**src/rtl/ccc_pkg.sv**
```systemverilog
// Package for the colour calibrate/classify block: widths, codes, control types
// and the colour decision function. No dependencies.
`timescale 1ns / 1ps

package ccc_pkg;

  localparam int unsigned TABLE_ROWS = 3;
  localparam int unsigned TABLE_COLS = 4;
  localparam int unsigned TABLE_SIZE = TABLE_ROWS * TABLE_COLS;
  localparam int unsigned SLOT_W     = $clog2(TABLE_SIZE);
  localparam int unsigned ROW_W      = $clog2(TABLE_ROWS);
  localparam int unsigned COL_W      = $clog2(TABLE_COLS);

  localparam int unsigned APB_ADDR_W = 4;
  localparam int unsigned APB_DATA_W = 32;
  localparam int unsigned GAIN_W     = 32;

  localparam int unsigned ADC_W  = 10;
  localparam int unsigned SCL_W  = 11;
  localparam int unsigned CAL_W  = 16;
  localparam int unsigned CODE_W = 3;
  localparam int unsigned MINA_W = 11;
  localparam int unsigned ADIV_W = 10;

  // Shared multiplier operand and product widths
  localparam int unsigned MUL_A_W = 22;
  localparam int unsigned MUL_B_W = GAIN_W;
  localparam int unsigned PROD_W  = MUL_A_W + MUL_B_W;

  // x*50/33 as x * (50 * ceil(2^21/33)) >> 21, exact for 10-bit x
  localparam logic [MUL_A_W-1:0] SCALE_MUL = 22'd3177550;
  localparam int unsigned SCALE_SHIFT = 21;
  localparam int unsigned CAL_SHIFT   = 16;
  localparam logic [17:0] AMB_GAIN    = 18'd100;

  // Divider: 18-bit dividend, 10-bit divisor, two quotient bits per cycle
  localparam int unsigned DIVD_W        = 18;
  localparam int unsigned DIVS_W        = ADIV_W;
  localparam int unsigned DIV_BITS_STEP = 2;
  localparam int unsigned DIV_ITERS     = DIVD_W / DIV_BITS_STEP;
  localparam int unsigned DIV_CNT_W     = $clog2(DIV_ITERS);

  localparam logic OP_LOAD     = 1'b0;
  localparam logic OP_CLASSIFY = 1'b1;

  localparam logic [COL_W-1:0] COL_AMB = 2'd3;

  typedef enum logic [1:0] {
    REG_LIMIT_UPPER = 2'd0,
    REG_LIMIT_LOWER = 2'd1,
    REG_MIN_AMBIENT = 2'd2,
    REG_AMB_DIVISOR = 2'd3
  } reg_e;

  typedef enum logic [CODE_W-1:0] {
    CODE_BLACK  = 3'd0,
    CODE_BLUE   = 3'd1,
    CODE_GREEN  = 3'd2,
    CODE_YELLOW = 3'd3,
    CODE_RED    = 3'd4,
    CODE_WHITE  = 3'd5
  } color_e;

  typedef enum logic [2:0] {
    ST_IDLE,
    ST_RUN,
    ST_AMB,
    ST_LAST,
    ST_PUSH
  } seq_state_e;

  typedef enum logic [1:0] {
    SRC_NONE,
    SRC_RAW,
    SRC_DIFF,
    SRC_QUOT
  } mul_src_e;

  typedef enum logic [3:0] {
    WB_NONE,
    WB_AMB,
    WB_RED,
    WB_GREEN,
    WB_BLUE,
    WB_CAL_R,
    WB_CAL_G,
    WB_CAL_B,
    WB_CAL_A
  } wb_e;

  typedef struct packed {
    logic              start;
    logic [DIVD_W-1:0] dividend;
    logic [DIVS_W-1:0] divisor;
  } div_req_t;

  typedef struct packed {
    logic busy;
    logic done;
  } div_stat_t;

  typedef struct packed {
    mul_src_e src;
    wb_e      tag;
    logic     div_start;
    logic     push;
  } seq_ctrl_t;

  // Decision thresholds
  localparam logic [CAL_W-1:0] TH_R_MIN     = 16'd65;
  localparam logic [CAL_W-1:0] TH_R_AMB     = 16'd40;
  localparam logic [CAL_W-1:0] TH_R_DIM     = 16'd110;
  localparam logic [CAL_W-1:0] TH_WHITE_MIN = 16'd70;
  localparam logic [CAL_W-1:0] TH_WHITE_AMB = 16'd140;
  localparam logic [CAL_W-1:0] TH_G_MIN     = 16'd40;
  localparam logic [CAL_W-1:0] TH_G_AMB     = 16'd30;
  localparam logic [CAL_W-1:0] TH_G_DIM     = 16'd70;
  localparam logic [CAL_W-1:0] TH_B_MIN     = 16'd48;
  localparam logic [CAL_W-1:0] TH_B_AMB     = 16'd25;
  localparam logic [CAL_W-1:0] TH_B_DIM     = 16'd85;
  localparam logic [CAL_W-1:0] TH_BW_MIN    = 16'd60;
  localparam logic [CAL_W-1:0] TH_BW_AMB    = 16'd110;
  localparam logic [CAL_W-1:0] TH_BW_DIM    = 16'd120;
  localparam logic [21:0]      BLUE_MUL_LO  = 22'd48;
  localparam logic [21:0]      BLUE_MUL_HI  = 22'd58;

  function automatic color_e classify_color(input logic [CAL_W-1:0] r,
                                            input logic [CAL_W-1:0] g,
                                            input logic [CAL_W-1:0] b,
                                            input logic [CAL_W-1:0] a);
    logic [17:0] b_mix, g_dbl, g_red, r_125, b_125, b_dbl, r_1125, g_1125;
    logic [21:0] r48, g48, r58, g58;
    color_e      code;
    b_mix  = {2'b0, b} + {4'b0, b[15:2]} + {5'b0, b[15:3]};
    g_dbl  = {1'b0, g, 1'b0};
    g_red  = g_dbl - {4'b0, g[15:2]};
    r_125  = {2'b0, r} + {4'b0, r[15:2]};
    b_125  = {2'b0, b} + {4'b0, b[15:2]};
    b_dbl  = {1'b0, b, 1'b0};
    r_1125 = {2'b0, r} + {5'b0, r[15:3]};
    g_1125 = {2'b0, g} + {5'b0, g[15:3]};
    r48    = ({6'b0, r} * BLUE_MUL_LO) >> 5;
    g48    = ({6'b0, g} * BLUE_MUL_LO) >> 5;
    r58    = ({6'b0, r} * BLUE_MUL_HI) >> 5;
    g58    = ({6'b0, g} * BLUE_MUL_HI) >> 5;
    if (r > b && r > g) begin
      if (r < TH_R_MIN || (a < TH_R_AMB && r < TH_R_DIM)) code = CODE_BLACK;
      else if (b_mix < {2'b0, g} && g_dbl > {2'b0, r}) code = CODE_YELLOW;
      else if (g_red < {2'b0, r}) code = CODE_RED;
      else if (b < TH_WHITE_MIN || g < TH_WHITE_MIN ||
               (a < TH_WHITE_AMB && r < TH_WHITE_AMB)) code = CODE_BLACK;
      else code = CODE_WHITE;
    end else if (g > b) begin
      if (g < TH_G_MIN || (a < TH_G_AMB && g < TH_G_DIM)) code = CODE_BLACK;
      else if (b_dbl < {2'b0, r}) code = CODE_YELLOW;
      else if (r_125 < {2'b0, g} || b_125 < {2'b0, g}) code = CODE_GREEN;
      else if (r < TH_WHITE_MIN || b < TH_WHITE_MIN ||
               (a < TH_WHITE_AMB && g < TH_WHITE_AMB)) code = CODE_BLACK;
      else code = CODE_WHITE;
    end else begin
      if (b < TH_B_MIN || (a < TH_B_AMB && b < TH_B_DIM)) code = CODE_BLACK;
      else if ((r48 < {6'b0, b} && g48 < {6'b0, b}) ||
               r58 < {6'b0, b} || g58 < {6'b0, b}) code = CODE_BLUE;
      else if (r < TH_BW_MIN || g < TH_BW_MIN ||
               (a < TH_BW_AMB && b < TH_BW_DIM)) code = CODE_BLACK;
      else if (r_1125 < {2'b0, b} || g_1125 < {2'b0, b}) code = CODE_BLUE;
      else code = CODE_WHITE;
    end
    return code;
  endfunction

endpackage

```
**src/rtl/rgb_color_calibrate_classify.sv**
```systemverilog
// RGB colour sensor calibration and classification. A load beat (operation 0)
// writes one 32-bit gain word into the 3x4 table and yields no
// result; the table holds no reset value, so load every word of a row before
// classifying with it. A classify beat (operation 1) takes four 10-bit ADC
// readings and yields one result beat; the input stalls from then until that
// result is pushed, so a new beat is not taken while one is still in progress.
// The sequence is the shared multiplier's four scale products and three colour
// gain products, with the radix-4 ambient divider overlapping the colour
// products, followed by the ambient gain product.
// A result waiting in the output register does not block a new input beat.
// Registers sit on an APB port at byte addresses 0, 4, 8, 12; write them
// only while the block is idle. Depends on ccc_pkg and ccc_div.
`timescale 1ns / 1ps

module rgb_color_calibrate_classify (
  input  logic                           clk_i,
  input  logic                           rst_ni,
  // configuration
  input  logic                           psel,
  input  logic                           penable,
  input  logic                           pwrite,
  input  logic [ccc_pkg::APB_ADDR_W-1:0] paddr,
  input  logic [ccc_pkg::APB_DATA_W-1:0] pwdata,
  output logic [ccc_pkg::APB_DATA_W-1:0] prdata,
  output logic                           pready,
  // input channel
  input  logic                           in_valid_i,
  output logic                           in_stall_o,
  input  logic                           operation_i,
  input  logic [ccc_pkg::SLOT_W-1:0]     table_slot_i,
  input  logic [ccc_pkg::GAIN_W-1:0]     table_word_i,
  input  logic [ccc_pkg::ADC_W-1:0]      ambient_adc_i,
  input  logic [ccc_pkg::ADC_W-1:0]      red_adc_i,
  input  logic [ccc_pkg::ADC_W-1:0]      green_adc_i,
  input  logic [ccc_pkg::ADC_W-1:0]      blue_adc_i,
  // output channel
  output logic                           out_valid_o,
  input  logic                           out_stall_i,
  output logic [ccc_pkg::CODE_W-1:0]     color_code_o,
  output logic [ccc_pkg::CAL_W-1:0]      cal_red_o,
  output logic [ccc_pkg::CAL_W-1:0]      cal_green_o,
  output logic [ccc_pkg::CAL_W-1:0]      cal_blue_o,
  output logic [ccc_pkg::CAL_W-1:0]      cal_ambient_o
);
  import ccc_pkg::*;

  // Steps of the multiplier sequence inside ST_RUN
  localparam logic [2:0] STEP_SCL_AMB = 3'd0;
  localparam logic [2:0] STEP_SCL_R   = 3'd1;
  localparam logic [2:0] STEP_SCL_G   = 3'd2;
  localparam logic [2:0] STEP_SCL_B   = 3'd3;
  localparam logic [2:0] STEP_CAL_R   = 3'd4;
  localparam logic [2:0] STEP_CAL_G   = 3'd5;
  localparam logic [2:0] STEP_CAL_B   = 3'd6;
  localparam logic [2:0] STEP_DRAIN   = 3'd7;

  // ---------------------------------------------------------------------------
  // Configuration registers
  // ---------------------------------------------------------------------------
  logic [CAL_W-1:0]  limit_upper_q, limit_lower_q;
  logic [MINA_W-1:0] min_ambient_q;
  logic [ADIV_W-1:0] ambient_divisor_q;
  logic              cfg_we;
  reg_e              cfg_idx;

  assign pready  = 1'b1;
  assign cfg_we  = psel & penable & pwrite;
  assign cfg_idx = reg_e'(paddr[3:2]);

  always_ff @(posedge clk_i or negedge rst_ni) begin
    if (!rst_ni) begin
      limit_upper_q     <= '0;
      limit_lower_q     <= '0;
      min_ambient_q     <= MINA_W'(214);
      ambient_divisor_q <= ADIV_W'(79);
    end else if (cfg_we) begin
      case (cfg_idx)
        REG_LIMIT_UPPER: limit_upper_q     <= pwdata[CAL_W-1:0];
        REG_LIMIT_LOWER: limit_lower_q     <= pwdata[CAL_W-1:0];
        REG_MIN_AMBIENT: min_ambient_q     <= pwdata[MINA_W-1:0];
        REG_AMB_DIVISOR: ambient_divisor_q <= pwdata[ADIV_W-1:0];
        default: ;
      endcase
    end
  end

  always_comb begin
    case (cfg_idx)
      REG_LIMIT_UPPER: prdata = {{(APB_DATA_W-CAL_W){1'b0}}, limit_upper_q};
      REG_LIMIT_LOWER: prdata = {{(APB_DATA_W-CAL_W){1'b0}}, limit_lower_q};
      REG_MIN_AMBIENT: prdata = {{(APB_DATA_W-MINA_W){1'b0}}, min_ambient_q};
      REG_AMB_DIVISOR: prdata = {{(APB_DATA_W-ADIV_W){1'b0}}, ambient_divisor_q};
      default:         prdata = '0;
    endcase
  end

  // ---------------------------------------------------------------------------
  // Sequencer
  // ---------------------------------------------------------------------------
  seq_state_e state_q, state_d;
  logic [2:0] st_q, st_d;
  seq_ctrl_t  ctrl;
  div_stat_t  div_stat;
  logic       in_acc;
  logic       out_valid_q;

  assign in_stall_o = (state_q != ST_IDLE);
  assign in_acc     = in_valid_i & ~in_stall_o;

  always_comb begin
    state_d = state_q;
    st_d    = '0;
    case (state_q)
      ST_IDLE: begin
        if (in_acc && operation_i == OP_CLASSIFY) state_d = ST_RUN;
      end
      ST_RUN: begin
        st_d = st_q + 1'b1;
        if (st_q == STEP_DRAIN) state_d = ST_AMB;
      end
      ST_AMB: begin
        if (div_stat.done) state_d = ST_LAST;
      end
      ST_LAST: state_d = ST_PUSH;
      ST_PUSH: begin
        if (!out_valid_q || !out_stall_i) state_d = ST_IDLE;
      end
      default: state_d = ST_IDLE;
    endcase
  end

  // Each multiply carries a tag that names the register its product lands in
  always_comb begin
    ctrl = '{src: SRC_NONE, tag: WB_NONE, div_start: 1'b0, push: 1'b0};
    case (state_q)
      ST_RUN: begin
        case (st_q)
          STEP_SCL_AMB: ctrl.tag = WB_AMB;
          STEP_SCL_R:   ctrl.tag = WB_RED;
          STEP_SCL_G:   ctrl.tag = WB_GREEN;
          STEP_SCL_B:   ctrl.tag = WB_BLUE;
          STEP_CAL_R:   ctrl.tag = WB_CAL_R;
          STEP_CAL_G:   ctrl.tag = WB_CAL_G;
          STEP_CAL_B:   ctrl.tag = WB_CAL_B;
          default:      ctrl.tag = WB_NONE;
        endcase
        if (st_q <= STEP_SCL_B) ctrl.src = SRC_RAW;
        else if (st_q != STEP_DRAIN) ctrl.src = SRC_DIFF;
        // scaled ambient lands at the end of the red step
        ctrl.div_start = (st_q == STEP_SCL_G);
      end
      ST_AMB: begin
        if (div_stat.done && !div_stat.busy) begin
          ctrl.src = SRC_QUOT;
          ctrl.tag = WB_CAL_A;
        end
      end
      ST_PUSH: ctrl.push = !out_valid_q || !out_stall_i;
      default: ;
    endcase
  end

  always_ff @(posedge clk_i or negedge rst_ni) begin
    if (!rst_ni) begin
      state_q <= ST_IDLE;
      st_q    <= '0;
    end else begin
      state_q <= state_d;
      st_q    <= st_d;
    end
  end

  // ---------------------------------------------------------------------------
  // Gain table and captured readings
  // ---------------------------------------------------------------------------
  logic [GAIN_W-1:0] gain_q [TABLE_SIZE];
  logic [ADC_W-1:0]  raw_q  [4];

  always_ff @(posedge clk_i) begin
    if (in_acc) begin
      if (operation_i == OP_LOAD) begin
        // drop loads aimed past the end of the table
        if (32'(table_slot_i) < TABLE_SIZE) gain_q[table_slot_i] <= table_word_i;
      end else begin
        raw_q[0] <= ambient_adc_i;
        raw_q[1] <= red_adc_i;
        raw_q[2] <= green_adc_i;
        raw_q[3] <= blue_adc_i;
      end
    end
  end

  // ---------------------------------------------------------------------------
  // Datapath
  // ---------------------------------------------------------------------------
  logic [SCL_W-1:0]   amb_s_q;
  logic [SCL_W-1:0]   col_s_q [3];
  logic [CAL_W-1:0]   cal_q   [3];
  logic [CAL_W-1:0]   cal_amb_q;
  logic [ROW_W-1:0]   row;
  logic [COL_W-1:0]   gcol;
  logic [SCL_W-1:0]   col_sel, diff;
  logic [MINA_W-1:0]  amb_off;
  logic [MUL_A_W-1:0] mul_a;
  logic [MUL_B_W-1:0] mul_b;
  logic [PROD_W-1:0]  prod_q;
  wb_e                tag_q;
  logic [CAL_W-1:0]   prod_sat;
  logic [DIVD_W-1:0]  quot;
  div_req_t           div_req;

  // Row from scaled ambient; lower limit takes priority
  always_comb begin
    if ({5'b0, amb_s_q} < limit_lower_q)      row = ROW_W'(2);
    else if ({5'b0, amb_s_q} < limit_upper_q) row = ROW_W'(1);
    else                                      row = ROW_W'(0);
  end

  always_comb begin
    case (st_q[1:0])
      2'd0:    col_sel = col_s_q[0];
      2'd1:    col_sel = col_s_q[1];
      default: col_sel = col_s_q[2];
    endcase
  end

  // Clamp colour at ambient so a dim channel multiplies out to zero
  assign diff    = (col_sel > amb_s_q) ? col_sel - amb_s_q : '0;
  assign gcol    = (ctrl.src == SRC_QUOT) ? COL_AMB : st_q[COL_W-1:0];
  assign amb_off = (amb_s_q > min_ambient_q) ? amb_s_q - min_ambient_q : '0;

  always_comb begin
    case (ctrl.src)
      SRC_RAW: begin
        mul_a = {{(MUL_A_W-ADC_W){1'b0}}, raw_q[st_q[1:0]]};
        mul_b = {{(MUL_B_W-MUL_A_W){1'b0}}, SCALE_MUL};
      end
      SRC_DIFF: begin
        mul_a = {{(MUL_A_W-SCL_W){1'b0}}, diff};
        mul_b = gain_q[{row, gcol}];
      end
      SRC_QUOT: begin
        mul_a = {{(MUL_A_W-DIVD_W){1'b0}}, quot};
        mul_b = gain_q[{row, gcol}];
      end
      default: begin
        mul_a = '0;
        mul_b = '0;
      end
    endcase
  end

  // The shared multiplier: one product per cycle, registered with its tag
  always_ff @(posedge clk_i) begin
    prod_q <= {{(PROD_W-MUL_A_W){1'b0}}, mul_a} * {{(PROD_W-MUL_B_W){1'b0}}, mul_b};
  end

  always_ff @(posedge clk_i or negedge rst_ni) begin
    if (!rst_ni) tag_q <= WB_NONE;
    else         tag_q <= ctrl.tag;
  end

  // Saturate the product after the 16-bit shift
  assign prod_sat = (prod_q[PROD_W-1:CAL_SHIFT+CAL_W] != '0) ? '1
                                                             : prod_q[CAL_SHIFT +: CAL_W];

  always_ff @(posedge clk_i) begin
    case (tag_q)
      WB_AMB:   amb_s_q    <= prod_q[SCALE_SHIFT +: SCL_W];
      WB_RED:   col_s_q[0] <= prod_q[SCALE_SHIFT +: SCL_W];
      WB_GREEN: col_s_q[1] <= prod_q[SCALE_SHIFT +: SCL_W];
      WB_BLUE:  col_s_q[2] <= prod_q[SCALE_SHIFT +: SCL_W];
      WB_CAL_R: cal_q[0]   <= prod_sat;
      WB_CAL_G: cal_q[1]   <= prod_sat;
      WB_CAL_B: cal_q[2]   <= prod_sat;
      WB_CAL_A: cal_amb_q  <= prod_sat;
      default: ;
    endcase
  end

  // Ambient path: offset ambient times one hundred over the divisor
  assign div_req.start    = ctrl.div_start;
  assign div_req.dividend = {{(DIVD_W-MINA_W){1'b0}}, amb_off} * AMB_GAIN;
  assign div_req.divisor  = ambient_divisor_q;

  ccc_div u_div (
    .clk_i  (clk_i),
    .rst_ni (rst_ni),
    .req_i  (div_req),
    .stat_o (div_stat),
    .quot_o (quot)
  );

  // ---------------------------------------------------------------------------
  // Output register: hold while stalled, load on push
  // ---------------------------------------------------------------------------
  color_e           code_q;
  logic [CAL_W-1:0] out_r_q, out_g_q, out_b_q, out_a_q;

  always_ff @(posedge clk_i or negedge rst_ni) begin
    if (!rst_ni)         out_valid_q <= 1'b0;
    else if (ctrl.push)  out_valid_q <= 1'b1;
    else if (!out_stall_i) out_valid_q <= 1'b0;
  end

  always_ff @(posedge clk_i) begin
    if (ctrl.push) begin
      code_q  <= classify_color(cal_q[0], cal_q[1], cal_q[2], cal_amb_q);
      out_r_q <= cal_q[0];
      out_g_q <= cal_q[1];
      out_b_q <= cal_q[2];
      out_a_q <= cal_amb_q;
    end
  end

  assign out_valid_o   = out_valid_q;
  assign color_code_o  = code_q;
  assign cal_red_o     = out_r_q;
  assign cal_green_o   = out_g_q;
  assign cal_blue_o    = out_b_q;
  assign cal_ambient_o = out_a_q;

endmodule

```
**src/rtl/ccc_div.sv**
```systemverilog
// Iterative restoring divider, two quotient bits per cycle.
// Depends on ccc_pkg for widths and the request/status structs.
`timescale 1ns / 1ps

module ccc_div (
  input  logic                       clk_i,
  input  logic                       rst_ni,
  input  ccc_pkg::div_req_t          req_i,
  output ccc_pkg::div_stat_t         stat_o,
  output logic [ccc_pkg::DIVD_W-1:0] quot_o
);
  import ccc_pkg::*;

  logic                 busy_q, done_q;
  logic [DIV_CNT_W-1:0] cnt_q;
  logic [DIVD_W-1:0]    work_q, work_d;
  logic [DIVS_W:0]      rem_q, rem_d;
  logic [DIVS_W-1:0]    dsr_q;
  logic [DIVS_W:0]      trial;

  // Two dependent shift/compare/subtract steps
  always_comb begin
    rem_d  = rem_q;
    work_d = work_q;
    trial  = '0;
    for (int i = 0; i < DIV_BITS_STEP; i++) begin
      trial = {rem_d[DIVS_W-1:0], work_d[DIVD_W-1]};
      if (trial >= {1'b0, dsr_q}) begin
        rem_d  = trial - {1'b0, dsr_q};
        work_d = {work_d[DIVD_W-2:0], 1'b1};
      end else begin
        rem_d  = trial;
        work_d = {work_d[DIVD_W-2:0], 1'b0};
      end
    end
  end

  always_ff @(posedge clk_i or negedge rst_ni) begin
    if (!rst_ni) begin
      busy_q <= 1'b0;
      done_q <= 1'b0;
      cnt_q  <= '0;
    end else if (req_i.start) begin
      busy_q <= 1'b1;
      done_q <= 1'b0;
      cnt_q  <= '0;
    end else if (busy_q) begin
      cnt_q <= cnt_q + 1'b1;
      if (cnt_q == DIV_CNT_W'(DIV_ITERS - 1)) begin
        busy_q <= 1'b0;
        done_q <= 1'b1;
      end
    end
  end

  always_ff @(posedge clk_i) begin
    if (req_i.start) begin
      work_q <= req_i.dividend;
      rem_q  <= '0;
      dsr_q  <= (req_i.divisor == '0) ? DIVS_W'(1) : req_i.divisor;
    end else if (busy_q) begin
      work_q <= work_d;
      rem_q  <= rem_d;
    end
  end

  assign stat_o.busy = busy_q;
  assign stat_o.done = done_q;
  assign quot_o      = work_q;

endmodule

```
**config.mk**
```make
export PLATFORM = sky130hd
export DESIGN_NAME = rgb_color_calibrate_classify
export DESIGN_NICKNAME = d
export VERILOG_FILES = /design/src/rtl/ccc_pkg.sv /design/src/rtl/rgb_color_calibrate_classify.sv /design/src/rtl/ccc_div.sv
export SDC_FILE = /design/constraint.sdc
export NUM_CORES = 2
export LEC_CHECK = 0
export ABC_AREA = 1
export BUFFER_PORTS_ARGS = -buffer_cell sky130_fd_sc_hd__buf_2
export CAP_MARGIN = 20
export CORE_MARGIN = 3
export CORE_UTILIZATION = 55
export DETAILED_ROUTE_END_ITERATION = 6
export PLACE_DENSITY = 0.72
export SYNTH_ARGS = -nofsm -noshare
export SYNTH_HDL_FRONTEND = slang
export SYNTH_SLANG_ARGS = --single-unit
```
**constraint.sdc**
```tcl
create_clock -name clk_i -period 11.4 [get_ports clk_i]
set_clock_uncertainty 0.1 [all_clocks]
set_input_delay 1.14 -clock clk_i [delete_from_list [all_inputs] [get_ports clk_i]]
set_output_delay 1.14 -clock clk_i [all_outputs]
set_load 0.01 [all_outputs]
```
After elaboration in Yosys (flattened, before gate mapping):

Memory sizes are Yosys's and may differ from the RTL's.
Index checks and enable logic that the tools add are counted.

* bits in registers: 256
* latch bits: 0
* RAM bits: 505
* bits in read-only memories: 0
* memories kept: 4

Memories
* gain_q: words 12, bits a word 32, rd ports 1, clocked after Yosys merged registers in 0, write ports 1, RTL line rgb_color_calibrate_classify.sv:176 `logic [GAIN_W-1:0] gain_q [TABLE_SIZE];`
* cal_q: words 3, bits a word 16, rd ports 3, clocked after Yosys merged registers in 0, write ports 1, RTL line rgb_color_calibrate_classify.sv:198 `logic [CAL_W-1:0] cal_q [3];`
* raw_q: words 4, bits a word 10, rd ports 1, clocked after Yosys merged registers in 0, write ports 4, RTL line rgb_color_calibrate_classify.sv:177 `logic [ADC_W-1:0] raw_q [4];`
* col_s_q: words 3, bits a word 11, rd ports 3, clocked after Yosys merged registers in 0, write ports 1, RTL line rgb_color_calibrate_classify.sv:197 `logic [SCL_W-1:0] col_s_q [3];`

* add/subtract/negate cells: 12
* multiply operators: 6
* div/mod/pow operators: 0
* order comparisons: 41
* equality and inequality tests: 33
* shift-type cells: 0
* multiplexer cells: 84
* bitwise gates (word level): 4
* reductions and logical operators: 48

Operators by type and width (count)
* $lt 17x16->1: 9
* $lt 16x7->1 const B: 8
* $pmux 32 s4: 1
* $lt 16x6->1 const B: 5
* $pmux 32 s2: 1
* $mux 3: 19
* $mul 22x32->54: 1
* $pmux 18 s3: 1
* $gt 16x16->1: 3
* $lt 16x8->1 const B: 3
* $mux 16: 3
* $mux 11: 4
* $mul 16x5->21 const B: 2
* $lt 18x16->1: 2
* $mul 16x2->18 const B: 2
* $mux 1: 36
* $mux 18: 2
* $add 16x13->17: 2
* $add 16x14->17: 2
* $lt 11x16->1: 2
* $lt 16x5->1 const B: 2
* $reduce_or 16->1: 2
* $ge 11x10->1: 2
* $gt 11x11->1: 2
* 45 further kinds: 112

Longest topological paths before layout:

An unclocked memory read counts as a cell.

* depth in word-level cells: 10
* depth in mapped cells: 49
* gate-level depth less buffers: 46

By module:

A second synthesis with hierarchy kept.

* cells, all modules: 7290
* area total of the unflattened synthesis: 65824.4 um^2

Modules (own cells, without submodules)
* rgb_color_calibrate_classify: instances 1, cells each 6882, area an instance 62670.1 um^2
* ccc_div: instances 1, cells each 408, area an instance 3154.3 um^2

Least setup slack after synthesis:

Ideal clock, no wire load.

* path kind: reg2reg
* start: reg st_q[0]
* end: reg prod_q[46]
* arrival time: 8.206 ns
* required time: 11.180 ns
* setup slack: 2.975 ns
* cell stages (with the launch flop): 43
* buffers on the path: 3
* cells stage by stage: dfrtp_1 > inv_1 > clkbuf_1 > ha_1 > nor2_1 > clkbuf_1 > a21oi_1 > ha_1 > fa_1 > nor2_1 > o21ai_0 > nand2_1 > a21oi_1 > o21ai_0 > xor2_1 > nor2_1 > nor3_1 > clkbuf_1 > (+7 left out) > fa_1 > inv_1 > fa_1 > inv_1 > ha_1 > a21oi_1 > inv_1 > a31oi_1 > inv_1 > a21oi_1 > inv_1 > a21oi_1 > o21ai_0 > nand2_1 > nand2_1 > nand2_1 > nand2_1 > xor2_1

* word-level cells in the longest chain between the ends: 9
* elaborated cells between the ends (all ways): 21
* classes of those cells: add/sub: 1; mul: 1; order compare: 2; eq/ne: 5; mux: 8; reduce/logical: 2; memory: 2

Ends and longest elaborated chain
* from (decl): RTL line rgb_color_calibrate_classify.sv:101 `logic [2:0] st_q, st_d;`
* from (signal assigned): RTL line rgb_color_calibrate_classify.sv:169 `st_q <= st_d;`
* branches (longest 8 deep; another with $mem_v2 12x32)
* $mul 22x32->54 *: RTL line rgb_color_calibrate_classify.sv:255 `prod_q <= {{(PROD_W-MUL_A_W){1'b0}}, mul_a} * {{(PROD_W-MUL_B_W){1'b0}}, mul_b};`
* to (signal assigned): RTL line rgb_color_calibrate_classify.sv:255
* to (decl): RTL line rgb_color_calibrate_classify.sv:206 `logic [PROD_W-1:0] prod_q;`

Mark *: on every way between the ends.
A chain may end at the register's enable or synchronous reset.

Final worst setup path:

* start: reg st_q[1]
* end: reg prod_q[44]

Same word-level chain as after synthesis.

==> flow_summary.json <==
{
  "worst_r2r_startpoint": "st_q[1]",
  "cts_root_buffer": "sky130_fd_sc_hd__clkbuf_16",
  "dp_worst_setup_slack_ps": 1540,
  "synthDominantCellAreaShare_pct": 28.9,
  "grt.overflow.total": 0,
  "numCtsBuffers": 82,
  "die_w_um": 350,
  "cp_slowest_cell": "sky130_fd_sc_hd__nor2_1",
  "critical_path_buf_inv_count": 10,
  "period_minus_slack_ps": 10160,
  "worstPathRequired_ps": 11900,
  "worstMarginPinSlew_ps": 1170,
  "async_reset_ff_share_pct": 9.41,
  "min_path_cells": 2,
  "htreeDepth": 3,
  "setup.reg_to_reg.worst_slack_ps": 1240,
  "floorplan.die_area_sq_um": 122000,
  "fp-row-count": 125,
  "leakage_power_figure_nw": 33.0,
  "dpl.cell_count": 8723,
  "comb_power_share_pct": 56.0,
  "gr-usage-all-layers_pct": 30.7,
  "buffer_ports.inserted": 186,
  "top_level_ports": 222,
  "path_delay_family": "adder cells",
  "post_cts_hold_buffer_count": 0,
  "worstHoldEndpoint": "u_div.rem_q[3]",
  "final.setup.worst_slack_ps": 1240,
  "post-route-period-util_pct": 89.1,
  "post_synth_num_cell_types": 67,
  "post_drt_wl_per_cell_um": 20.9,
  "cell_with_the_most_instances_on_the_worst_path": "sky130_fd_sc_hd__nand2_1",
  "regToRegEndpoint": "prod_q[44]",
  "buffers_inserted_during_post_cts_setup_optimization": 0,
  "detailed_place_hpwl_mm": 136,
  "fp.coreArea_sq_um": 117000,
  "netlist_top_cells_count": "sky130_fd_sc_hd__nand2_1 (1452), sky130_fd_sc_hd__inv_1 (1245), sky130_fd_sc_hd__ha_1 (680), sky130_fd_sc_hd__edfxtp_1 (625), sky130_fd_sc_hd__fa_1 (551)",
  "number_of_maximum_capacitance_constraint_violations": 0,
  "cts_buffer_depth": 3,
  "placed_cell_area_sq_um": 67500,
  "timing.critical_path.from_type": "register",
  "max-vdd-ir-drop_mv": 0.266,
  "maximum_number_of_pins_on_one_net_before_global_route_repair": 120,
  "ctsResizeCount": 0,
  "final_max_slew_viol_count": 0,
  "first_global_vias": 51300,
  "antenna_found_initial": 9,
  "p_seq_share_pct": 24.8,
  "power_frac_clock_pct": 19.2,
  "synthMostInstantiatedCell": "sky130_fd_sc_hd__nand2_1",
  "synth-seq-cells": 744,
  "timing.reg2reg.worst_path_depth": 40,
  "nNetsFinal": 8636,
  "post_drt_via_cell_ratio": 5.78,
  "synth_warnings": 0,
  "finalSetupViolCount": 0,
  "finish.cell_count_without_fillers": 8883,
  "netlist_area_sq_um": 64900,
  "net-switching-power_mw": 6.81,
  "startpoint_of_the_lowest_slack_hold_path": "u_div.rem_q[3]",
  "clkLatencyLatePin_ps": 720,
  "initial_core_utilization_pct": 55.7,
  "gpl.final_weighted_congestion": 0.957,
  "slew-limit-headroom_pct": 22.0,
  "p_int_mw": 7.72,
  "layout-area-overhead-vs-synth_pct": 8.32,
  "ys.flop_type": "sky130_fd_sc_hd__edfxtp_1",
  "final_hold_violation_count": 0,
  "detailedRoute.firstPassIterationCount": 6,
  "grt_first_pass_wirelength_mm": 289,
  "fin_worst_hold_slack_ps": 370,
  "synthCells": 7125,
  "postSynthAreaPerCell_sq_um": 9.11,
  "number_of_enable_type_register_cells_in_the_synthesized_netlist": 625,
  "vias": 51300,
  "synthDominantAreaCellType": "sky130_fd_sc_hd__edfxtp_1",
  "post_route_cells_drive_above_1_share_pct": 7.02,
  "tritoncts_clock_tree": "done",
  "outcome": "complete, no violations",
  "die_h_um": 350,
  "hold_path_class": "register to register",
  "drc": 0,
  "ys_top_cells_by_area": "sky130_fd_sc_hd__edfxtp_1 (29%), sky130_fd_sc_hd__fa_1 (17%), sky130_fd_sc_hd__ha_1 (13%), sky130_fd_sc_hd__nand2_1 (8.4%), sky130_fd_sc_hd__inv_1 (7.2%)",
  "setup_total_negative_slack_ps": 0,
  "arrival_ps": 10660,
  "ys_seq_area_share_pct": 33.1,
  "ws_path_type": "register to register",
  "rsz0062_at_grt": "false",
  "final_design_area_no_fill_sq_um": 70300,
  "peak_fanout_along_the_critical_path": 28,
  "power_per_cell_area_nw_per_um2": 207,
  "fmax_mhz": 98.4,
  "critPathCaptureType": "register",
  "1st_iter_drt_viols": 4607,
  "drtAntennaViolNets": 0,
  "cts.clk_slew.worst_paths_ps": 70,
  "cts_num_sinks": 744,
  "postRouteWirelength_mm": 186,
  "p_sw_share_pct": 46.9,
  "cp_slowest_stage_delay_ps": 700
}
stage by stage:
step	util, %	total power [mW]
after floorplan	-	9.36
after global placement	57.8	11.5
after detailed placement	57.8	11.7
after CTS	60.2	14.5
after global routing	60.3	15.7
final	60.3	14.5
metal layers:
layer | part of all wire, % | track usage, % | wire [um] | vias up
li1 | - | - | - | 23600
met1 | 39 | 39.5 | 73000 | 24900
met2 | 47 | 50.2 | 86300 | 2337
met3 | 8.8 | 5.79 | 16200 | 523
met4 | 5.4 | 14.8 | 10000 | 2
met5 | 0.0097 | 0.157 | 18 | -
worst reg2reg max path: cells and delay by family (launching register included):
kind,cells,cell delay [ps]
DFF,1,370
AOI/OAI and AO/OA,7,1790
buffers and inverters,10,1600
adders and majority gates,9,3870
xor gates and xnor gates,1,140
and+or+nand+nor,13,2160
worst max path at each step:
stage / from / to / slack, ps / cells past startpoint
global route: st_q[1] / prod_q[28] / 560 / 43
finish: st_q[1] / prod_q[44] / 1240 / 40
floorplan: st_q[0] / prod_q[46] / 2970 / 42
detailed placement: st_q[0] / prod_q[44] / 1540 / 42
CTS: st_q[1] / prod_q[44] / 1490 / 42
global placement: st_q[0] / prod_q[44] / 1700 / 42
cell type report:
cell class                      instances  area [sq um]
Fill cell                            9768         46300
Multi-Input combinational cell       4906         37600
Sequential cell                       744         21500
Inverter                             1270          4770
Clock buffer                          101          2150
Tap cell                             1524          1910
Timing Repair Buffer                  281          1680
Clock inverter                         49           676
Antenna cell                            8          20.0
cells in the final DEF, fill, tap and decap left out, drive strengths merged, types with 40 or more instances in the layout:
| cell type | instances |
|---|---|
| a21oi | 505 |
| a32o | 62 |
| buf | 281 |
| clkbuf | 101 |
| dfrtp | 60 |
| dfxtp | 49 |
| edfxtp | 625 |
| fa | 551 |
| ha | 680 |
| inv | 1274 |
| nand2 | 1473 |
| nand3 | 196 |
| nand4 | 54 |
| nor2 | 522 |
| nor3 | 77 |
| o211ai | 40 |
| o21ai | 263 |
| xnor2 | 57 |
| xor2 | 151 |
power by group through the flow:
| stage | Combinational, mW | Sequential [mW] | Clock (mW) |
|---|---|---|---|
| after floorplan | 5.79 | 3.57 | 0 |
| final | 8.13 | 3.61 | 2.79 |
| after global routing | 9.13 | 3.62 | 2.94 |
| after detailed placement | 8.00 | 3.66 | 0 |
| after global placement | 7.81 | 3.65 | 0 |
| after CTS | 8.05 | 3.60 | 2.83 |
sequential cells by signal, summed over array words and instances, names as in the netlist, 18 cells and up:
| name | cells |
|---|---|
| gain_q | 384 |
| col_s_q | 33 |
| cal_q | 48 |
| raw_q | 40 |
| prod_q | 37 |
| u_div.quot_o | 18 |
logic make-up (layout without fill, tap and decap cells):
family | after synthesis | after routing | share of synthesized area, %
adders and majority gates | 1231 | 1231 | 30.1
AOI/OAI and AO/OA | 1090 | 1090 | 9.94
buffers and inverters | 1490 | 1701 | 9.28
xor gates and xnor gates | 208 | 208 | 2.81
DFF | 744 | 744 | 33.1
other | 2 | 25 | 0.0116
and+or+nand+nor | 2360 | 2360 | 14.7
Power figures use the tool's default switching activity.
